File: src/rtl/tlpq_pkg.sv
// Package for the three-level priority task queue.
// Holds the field widths, operation, status and level codes, the controller state type
// and the command struct. It has no dependencies.
package tlpq_pkg;

  localparam int unsigned DefQueueDepth = 16;
  localparam int unsigned DefTaskWidth  = 32;

  localparam int unsigned IdWidth     = 32;
  localparam int unsigned PrioWidth   = 2;
  localparam int unsigned StatusWidth = 2;
  localparam int unsigned NumLevels   = 3;

  localparam logic OP_ADD = 1'b0;
  localparam logic OP_GET = 1'b1;

  localparam logic [StatusWidth-1:0] STATUS_OK       = 2'd0;
  localparam logic [StatusWidth-1:0] STATUS_BAD_PRIO = 2'd1;
  localparam logic [StatusWidth-1:0] STATUS_FULL     = 2'd2;
  localparam logic [StatusWidth-1:0] STATUS_EMPTY    = 2'd3;

  localparam logic [PrioWidth-1:0] LEVEL_NONE   = 2'd0;
  localparam logic [PrioWidth-1:0] LEVEL_HIGH   = 2'd1;
  localparam logic [PrioWidth-1:0] LEVEL_MEDIUM = 2'd2;
  localparam logic [PrioWidth-1:0] LEVEL_LOW    = 2'd3;

  typedef enum logic [1:0] {
    ST_IDLE,
    ST_EXEC,
    ST_RESP
  } state_e;

  // Commands from the controller to the datapath.
  typedef struct packed {
    logic load;  // capture the fields of an accepted transaction
    logic exec;  // update the queues and register the result
  } cmd_t;

endpackage

File: src/rtl/tlpq_ctrl.sv
// Controller state machine of the three-level priority task queue.
// Sequences capture, execution and the result strobe. Depends on tlpq_pkg.
module tlpq_ctrl (
  input  logic              clk_i,
  input  logic              rst_ni,
  input  logic              start_i,
  output logic              busy_o,
  output logic              done_o,
  output tlpq_pkg::cmd_t    cmd_o
);

  tlpq_pkg::state_e state_q, state_d;

  always_ff @(posedge clk_i or negedge rst_ni) begin
    if (!rst_ni) begin
      state_q <= tlpq_pkg::ST_IDLE;
    end else begin
      state_q <= state_d;
    end
  end

  always_comb begin
    state_d = state_q;
    unique case (state_q)
      tlpq_pkg::ST_IDLE: begin
        if (start_i) state_d = tlpq_pkg::ST_EXEC;
      end
      tlpq_pkg::ST_EXEC: begin
        state_d = tlpq_pkg::ST_RESP;
      end
      tlpq_pkg::ST_RESP: begin
        // A new transaction may be taken while the result is on the ports.
        state_d = start_i ? tlpq_pkg::ST_EXEC : tlpq_pkg::ST_IDLE;
      end
      default: begin
        state_d = tlpq_pkg::ST_IDLE;
      end
    endcase
  end

  always_comb begin
    busy_o     = 1'b0;
    done_o     = 1'b0;
    cmd_o.exec = 1'b0;
    unique case (state_q)
      tlpq_pkg::ST_IDLE: begin
      end
      tlpq_pkg::ST_EXEC: begin
        busy_o     = 1'b1;
        cmd_o.exec = 1'b1;
      end
      tlpq_pkg::ST_RESP: begin
        done_o = 1'b1;
      end
      default: begin
      end
    endcase
    cmd_o.load = start_i && !busy_o;
  end

endmodule

File: src/rtl/tlpq_store.sv
// Task store of one priority level: a simple dual-port memory with registered read data.
// Depends on nothing but its parameters.
module tlpq_store #(
  parameter int unsigned QUEUE_DEPTH = 16,
  parameter int unsigned TASK_WIDTH  = 32,
  localparam int unsigned PtrWidth   = $clog2(QUEUE_DEPTH)
) (
  input  logic                  clk_i,
  input  logic                  we_i,
  input  logic [PtrWidth-1:0]   waddr_i,
  input  logic [TASK_WIDTH-1:0] wdata_i,
  input  logic                  re_i,
  input  logic [PtrWidth-1:0]   raddr_i,
  output logic [TASK_WIDTH-1:0] rdata_o
);

  logic [TASK_WIDTH-1:0] mem_q [QUEUE_DEPTH];
  logic [TASK_WIDTH-1:0] rdata_q;

  always_ff @(posedge clk_i) begin
    if (we_i) begin
      mem_q[waddr_i] <= wdata_i;
    end
    if (re_i) begin
      rdata_q <= mem_q[raddr_i];
    end
  end

  assign rdata_o = rdata_q;

endmodule

File: src/rtl/tlpq_datapath.sv
// Datapath of the three-level priority task queue: captured fields, pointers, fill counts,
// the three task stores and the result registers. Depends on tlpq_pkg and tlpq_store.
module tlpq_datapath #(
  parameter int unsigned QUEUE_DEPTH = tlpq_pkg::DefQueueDepth,
  parameter int unsigned TASK_WIDTH  = tlpq_pkg::DefTaskWidth
) (
  input  logic                                clk_i,
  input  logic                                rst_ni,
  input  tlpq_pkg::cmd_t                      cmd_i,
  input  logic                                op_i,
  input  logic [tlpq_pkg::PrioWidth-1:0]      priority_req_i,
  input  logic [tlpq_pkg::IdWidth-1:0]        task_id_i,
  output logic [tlpq_pkg::StatusWidth-1:0]    status_o,
  output logic [tlpq_pkg::IdWidth-1:0]        task_out_o,
  output logic [tlpq_pkg::PrioWidth-1:0]      level_out_o,
  output logic                                all_empty_o
);

  localparam int unsigned PtrWidth = $clog2(QUEUE_DEPTH);
  localparam int unsigned CntWidth = $clog2(QUEUE_DEPTH + 1);
  localparam int unsigned Levels   = tlpq_pkg::NumLevels;

  logic                                op_q;
  logic [tlpq_pkg::PrioWidth-1:0]      prio_q;
  logic [tlpq_pkg::IdWidth-1:0]        task_q;

  logic [PtrWidth-1:0] head_q [Levels];
  logic [PtrWidth-1:0] head_d [Levels];
  logic [PtrWidth-1:0] tail_q [Levels];
  logic [PtrWidth-1:0] tail_d [Levels];
  logic [CntWidth-1:0] cnt_q  [Levels];
  logic [CntWidth-1:0] cnt_d  [Levels];

  logic [tlpq_pkg::StatusWidth-1:0] status_q, status_d;
  logic [tlpq_pkg::PrioWidth-1:0]   level_q, level_d;

  logic [Levels-1:0]     add_hit;
  logic [Levels-1:0]     get_hit;
  logic [TASK_WIDTH-1:0] wdata;
  logic [TASK_WIDTH-1:0] rdata [Levels];
  logic [63:0]           task_wide;
  logic [63:0]           read_wide;

  // A task is kept to its low TASK_WIDTH bits, zero-extended when the store is wider.
  assign task_wide = 64'(task_q);
  assign wdata     = task_wide[TASK_WIDTH-1:0];

  always_ff @(posedge clk_i) begin
    if (cmd_i.load) begin
      op_q   <= op_i;
      prio_q <= priority_req_i;
      task_q <= task_id_i;
    end
  end

  always_comb begin
    logic higher_busy;
    higher_busy = 1'b0;
    status_d    = tlpq_pkg::STATUS_OK;
    level_d     = tlpq_pkg::LEVEL_NONE;
    for (int l = 0; l < Levels; l++) begin
      add_hit[l] = (op_q == tlpq_pkg::OP_ADD) && (prio_q == tlpq_pkg::PrioWidth'(l + 1))
                   && (cnt_q[l] != CntWidth'(QUEUE_DEPTH));
      // Strict priority: a level is served only when every higher level is empty.
      get_hit[l] = (op_q == tlpq_pkg::OP_GET) && (cnt_q[l] != '0) && !higher_busy;
      if (cnt_q[l] != '0) higher_busy = 1'b1;

      head_d[l] = head_q[l];
      tail_d[l] = tail_q[l];
      cnt_d[l]  = cnt_q[l];
      if (add_hit[l]) begin
        tail_d[l] = (tail_q[l] == PtrWidth'(QUEUE_DEPTH - 1)) ? '0 : tail_q[l] + 1'b1;
        cnt_d[l]  = cnt_q[l] + 1'b1;
      end
      if (get_hit[l]) begin
        head_d[l] = (head_q[l] == PtrWidth'(QUEUE_DEPTH - 1)) ? '0 : head_q[l] + 1'b1;
        cnt_d[l]  = cnt_q[l] - 1'b1;
        level_d   = tlpq_pkg::PrioWidth'(l + 1);
      end
    end

    if (op_q == tlpq_pkg::OP_ADD) begin
      if (prio_q == tlpq_pkg::LEVEL_NONE) begin
        status_d = tlpq_pkg::STATUS_BAD_PRIO;
      end else if (add_hit == '0) begin
        status_d = tlpq_pkg::STATUS_FULL;
      end
    end else if (get_hit == '0) begin
      status_d = tlpq_pkg::STATUS_EMPTY;
    end
  end

  always_ff @(posedge clk_i or negedge rst_ni) begin
    if (!rst_ni) begin
      for (int l = 0; l < Levels; l++) begin
        head_q[l] <= '0;
        tail_q[l] <= '0;
        cnt_q[l]  <= '0;
      end
    end else if (cmd_i.exec) begin
      for (int l = 0; l < Levels; l++) begin
        head_q[l] <= head_d[l];
        tail_q[l] <= tail_d[l];
        cnt_q[l]  <= cnt_d[l];
      end
    end
  end

  always_ff @(posedge clk_i) begin
    if (cmd_i.exec) begin
      status_q <= status_d;
      level_q  <= level_d;
    end
  end

  for (genvar g = 0; g < Levels; g++) begin : g_store
    tlpq_store #(
      .QUEUE_DEPTH(QUEUE_DEPTH),
      .TASK_WIDTH (TASK_WIDTH)
    ) u_store (
      .clk_i  (clk_i),
      .we_i   (cmd_i.exec && add_hit[g]),
      .waddr_i(tail_q[g]),
      .wdata_i(wdata),
      .re_i   (cmd_i.exec),
      .raddr_i(head_q[g]),
      .rdata_o(rdata[g])
    );
  end

  // Every store reads its head during execution; the served level picks one.
  always_comb begin
    unique case (level_q)
      tlpq_pkg::LEVEL_HIGH:   read_wide = 64'(rdata[0]);
      tlpq_pkg::LEVEL_MEDIUM: read_wide = 64'(rdata[1]);
      tlpq_pkg::LEVEL_LOW:    read_wide = 64'(rdata[2]);
      default:                read_wide = '0;
    endcase
  end

  assign status_o    = status_q;
  assign level_out_o = level_q;
  assign task_out_o  = read_wide[tlpq_pkg::IdWidth-1:0];
  assign all_empty_o = (cnt_q[0] == '0) && (cnt_q[1] == '0) && (cnt_q[2] == '0);

endmodule

File: src/rtl/three_level_priority_task_queue.sv
// Three-level strict-priority task queue, top level. Depends on tlpq_pkg, tlpq_ctrl,
// tlpq_datapath and tlpq_store.
// A transaction accepted while idle or in ST_RESP is captured into the field registers,
// executed in ST_EXEC and shows its result, with done_o high, in ST_RESP; the receiver
// cannot stall it. A new transaction can be taken while a result is shown in ST_RESP,
// but not in ST_EXEC, where busy_o is high. Reset clears the controller, pointers and
// fill counts; the task stores are undefined until written and need no clearing pass.
module three_level_priority_task_queue #(
  parameter int unsigned QUEUE_DEPTH = tlpq_pkg::DefQueueDepth,
  parameter int unsigned TASK_WIDTH  = tlpq_pkg::DefTaskWidth
) (
  input  logic                             clk_i,
  input  logic                             rst_ni,
  input  logic                             start_i,
  output logic                             busy_o,
  input  logic                             op_i,
  input  logic [tlpq_pkg::PrioWidth-1:0]   priority_req_i,
  input  logic [tlpq_pkg::IdWidth-1:0]     task_id_i,
  output logic                             done_o,
  output logic [tlpq_pkg::StatusWidth-1:0] status_o,
  output logic [tlpq_pkg::IdWidth-1:0]     task_out_o,
  output logic [tlpq_pkg::PrioWidth-1:0]   level_out_o,
  output logic                             all_empty_o
);

  tlpq_pkg::cmd_t cmd;

  tlpq_ctrl u_ctrl (
    .clk_i  (clk_i),
    .rst_ni (rst_ni),
    .start_i(start_i),
    .busy_o (busy_o),
    .done_o (done_o),
    .cmd_o  (cmd)
  );

  tlpq_datapath #(
    .QUEUE_DEPTH(QUEUE_DEPTH),
    .TASK_WIDTH (TASK_WIDTH)
  ) u_datapath (
    .clk_i         (clk_i),
    .rst_ni        (rst_ni),
    .cmd_i         (cmd),
    .op_i          (op_i),
    .priority_req_i(priority_req_i),
    .task_id_i     (task_id_i),
    .status_o      (status_o),
    .task_out_o    (task_out_o),
    .level_out_o   (level_out_o),
    .all_empty_o   (all_empty_o)
  );

endmodule
File: config.mk
export PLATFORM = sky130hd
export DESIGN_NAME = three_level_priority_task_queue
export DESIGN_NICKNAME = d
export VERILOG_FILES = /design/src/rtl/tlpq_pkg.sv /design/src/rtl/tlpq_ctrl.sv /design/src/rtl/tlpq_store.sv /design/src/rtl/tlpq_datapath.sv /design/src/rtl/three_level_priority_task_queue.sv
export SDC_FILE = /design/constraint.sdc
export NUM_CORES = 2
export LEC_CHECK = 0
export BUFFER_PORTS_ARGS = -buffer_cell sky130_fd_sc_hd__buf_2
export CAP_MARGIN = 20
export CORE_MARGIN = 3
export CORE_UTILIZATION = 55
export CTS_BUF_LIST = sky130_fd_sc_hd__clkbuf_8
export DETAILED_ROUTE_END_ITERATION = 10
export MAX_ROUTING_LAYER = met4
export PLACE_DENSITY_LB_ADDON = 0.15
export SLEW_MARGIN = 20
export SYNTH_ARGS = -nofsm -noshare
export SYNTH_HDL_FRONTEND = slang
export SYNTH_SLANG_ARGS = --single-unit
File: constraint.sdc
create_clock -name clk_i -period 13.4 [get_ports clk_i]
set_input_delay 1.34 -clock clk_i [delete_from_list [all_inputs] [get_ports clk_i]]
set_output_delay 1.34 -clock clk_i [all_outputs]
set_load 0.005 [all_outputs]
==> impl_metrics.csv <==
group,metric,value,unit
status,status,"completed",
setup_path,r2r_cells,7,
logic_synthesis,ys_ff_latch,1712,
timing,whs,462,ps
min_path,hold_class,"register to register",
timing,final.setup_skew,48.6,ps
final_layout,synthToLayoutAreaGrowth,11.8,%
setup_path,crit_fanout,34,
clock_tree,post-cts-setup-buffers,0,
setup_path,r2r_setup_slack,9430,ps
setup_path,worstSetupPathType,"register to primary output",
timing,fin_setup_tns,0,ps
clock_tree,hold_buffers,0,
clock_tree,cts_tree,"built",
setup_path,critPathLaunch,"u_datapath.level_out_o[0]",
drt,ant_nets,0,
die,die_y,352,µm
timing,min_period_over_period,34.9,%
setup_path,worstPathCellList,"buf_4 > nor2b_4 > buf_16 > a22o_1 > buf_2",
final_layout,drive_above_1_share,23.8,%
die,core-area,119000,µm²
drt,via_count,34300,
logic_synthesis,ys_top_cells_by_area,"edfxtp_1, mux4_2, mux2i_1, mux2_2, dfrtp_1",
drt,dr.pass1.iters,7,
clock_tree,numCtsBuffers,286,
setup_path,worstReg2RegEnd,"u_datapath.g_store[0].u_store.rdata_o[26]",
setup_path,r2r-start,"u_datapath.head_q[8]",
timing,maxClockFrequency,214,MHz
pwr,ir_worst_vdd,107,µV
clock_tree,worstSkewPairLatency,960,ps
timing,worst_pin_slew,1110,ps
timing,period_needed,4680,ps
logic_synthesis,yosys_warnings,0,
die,row_count,126,
drt,drtIter0Drc,3692,
global_route,grt_pass1_vias,35500,
clock_tree,cts_resized,0,
global_route,track_usage,27.5,%
logic_synthesis,synth_top_flop_cell,"edfxtp_1",
setup_path,slowest_delay,810,ps
logic_synthesis,syn-instance-count,3386,
setup_path,crit_path_end,"task_out_o[4]",
drt,wl_per_cell,30.4,µm
timing,setup_violations,0,
logic_synthesis,synth_top_cell_area_share,76.0,%
global_route,grt_pass1_wl,239,mm
die,boundaryPins,77,
logic_synthesis,synth_edf_count,1671,
die,die_area,124000,µm²
timing,rsz0062_at_grt,"false",
global_route,grt_max_degree,68,
drt,via_per_inst,6.27,
clock_tree,h-tree-depth,5,
final_layout,fin_cells,5474,
clock_tree,cts_sinks,1712,
setup_path,start_kind,"register",
placed_design,dp_cells,4990,
logic_synthesis,synth_top_area_cell,"edfxtp_1",
timing,slew_violations,0,
logic_synthesis,syn_area,66000,µm²
final_layout,fin_util,62.2,%
global_route,antenna_found_initial,7,
placed_design,place.gp.congestion,0.824,
logic_synthesis,ys_types,52,
setup_path,worstPathRequired,12060,ps
die,die_w,352,µm
placed_design,io_buffers,76,
timing,final_hold_viol_count,0,
logic_synthesis,ys_seq_area_share,77.6,%
flow_run,maxCapViolations,0,
logic_synthesis,synth_nets,3449,
pwr,power_density,172,nW/µm²
global_route,overflow,0,
placed_design,dp_hpwl,86.4,mm
logic_synthesis,async_flop_share,2.39,%
pwr,p_leak,24.1,nW
logic_synthesis,syn_area_per_cell,19.5,µm²
timing,maxSlewHeadroom,25.9,%
clock_tree,clk_path_buf_depth,4,
setup_path,cp-end-kind,"primary output",
setup_path,cp_slowest_cell,"nor2b_4",
setup_path,worstPathArrival,3340,ps
final_layout,nNetsFinal,3741,
drt,wl,166,mm
clock_tree,cts-root-buf,"clkbuf_8",
drt,post-route-drc-count,0,
clock_tree,path_clk_slew,60,ps
die,start_util,55.7,%
[sequential cells by signal (all words and copies together) (netlist names)]
signal,cells
u_datapath.cnt_q,15
u_datapath.op_q,1
u_datapath.tail_q,12
u_ctrl.state_q,2
u_datapath.task_q,32
u_datapath.status_o,2
u_datapath.g_store.u_store.mem_q,1536
u_datapath.level_out_o,2
u_datapath.head_q,12
u_datapath.g_store.u_store.rdata_o,96
u_datapath.prio_q,2
[cells in the final DEF (no fill, tap or decap), types with 32 or more instances in the layout]
master	instances
mux2i_1	289
clkinv_2	32
clkinv_1	63
o21ai_0	203
buf_2	76
inv_1	103
a21oi_1	106
mux2_2	130
a22o_1	35
a221oi_1	96
clkbuf_8	292
edfxtp_1	1671
mux4_2	192
a22oi_1	96
buf_4	110
nand2_1	124
dfrtp_1	32
[metrics by stage]
stage          total power [W]  setup WS, ps  area, µm²
2_1_floorplan          0.00806          8990      66000
3_3_place_gp           0.00869          9400      68800
3_5_place_dp           0.00877          9390      68900
4_1_cts                 0.0128          8710      73800
5_1_grt                 0.0132          8570      73800
6_report                0.0127          8720      73800
[per-layer routing]
layer | routed length (µm) | vias up | GRT usage [%]
met2 | 80400 | 1682 | 42.9
met1 | 66000 | 17900 | 36.9
li1 | - | 14500 | -
met5 | 0 | - | -
met4 | 5170 | 0 | 9.70
met3 | 14600 | 281 | 5.06
[cells by family after synthesis]
logic type	Yosys count	share of synthesized area [%]
flip-flops	1712	77.6
multiplexers	616	13.2
AO/OA/AOI/OAI	567	5.54
AND/OR/NAND/NOR	238	1.66
buffers and inverters	209	1.26
adder cells (fa/ha/maj)	25	0.497
XOR/XNOR	19	0.252
[worst min-delay path by stage]
stage                           start               endpoint  slack, ps  cells after the start
floorplan           u_ctrl.state_q[0]      u_ctrl.state_q[0]        430                      1
global placement    u_ctrl.state_q[0]      u_ctrl.state_q[0]        440                      1
detailed placement  u_ctrl.state_q[0]      u_ctrl.state_q[0]        450                      1
CTS                            rst_ni  u_datapath.head_q[10]        460                      2
global route        u_ctrl.state_q[0]      u_ctrl.state_q[0]        480                      1
finish              u_ctrl.state_q[0]      u_ctrl.state_q[0]        460                      1
[cells in the mapped netlist (all sizes together) (12+ instances only)]
cell    count
a21oi     106
nor3       13
ha         23
mux2i     289
and2       14
xnor2      12
inv        23
a221oi     96
nor2       29
o21ai     212
edfxtp   1671
nand2     128
mux4      192
buf        60
mux2      135
clkbuf    126
a22oi      96
a22o       35
nand3      13
dfrtp      41
[worst max-delay path: cells and delay by family, from the launching register on]
family	cells	cell delay [ps]
AOI/OAI and AO/OA	1	290
and+or+nand+nor	1	810
buffers and inverters	3	920
DFF	1	320
[report_power, final]
part	total [W]	switching, W	internal (W)
Combinational	0.00235	0.00131	0.00104
Clock	0.00405	0.00196	0.00209
Sequential	0.00631	0.000229	0.00608
[final cells by class]
cell class,instances,area [µm²]
tap,1600,2000
antenna,3,7.51
timing repair buffer,190,1270
multi-input combinational,1465,14300
clock buffer,292,4020
clock inverter,189,887
fill,8328,44800
inverter,23,91.3
sequential,1712,51200
(Power assumes the default switching activity.)
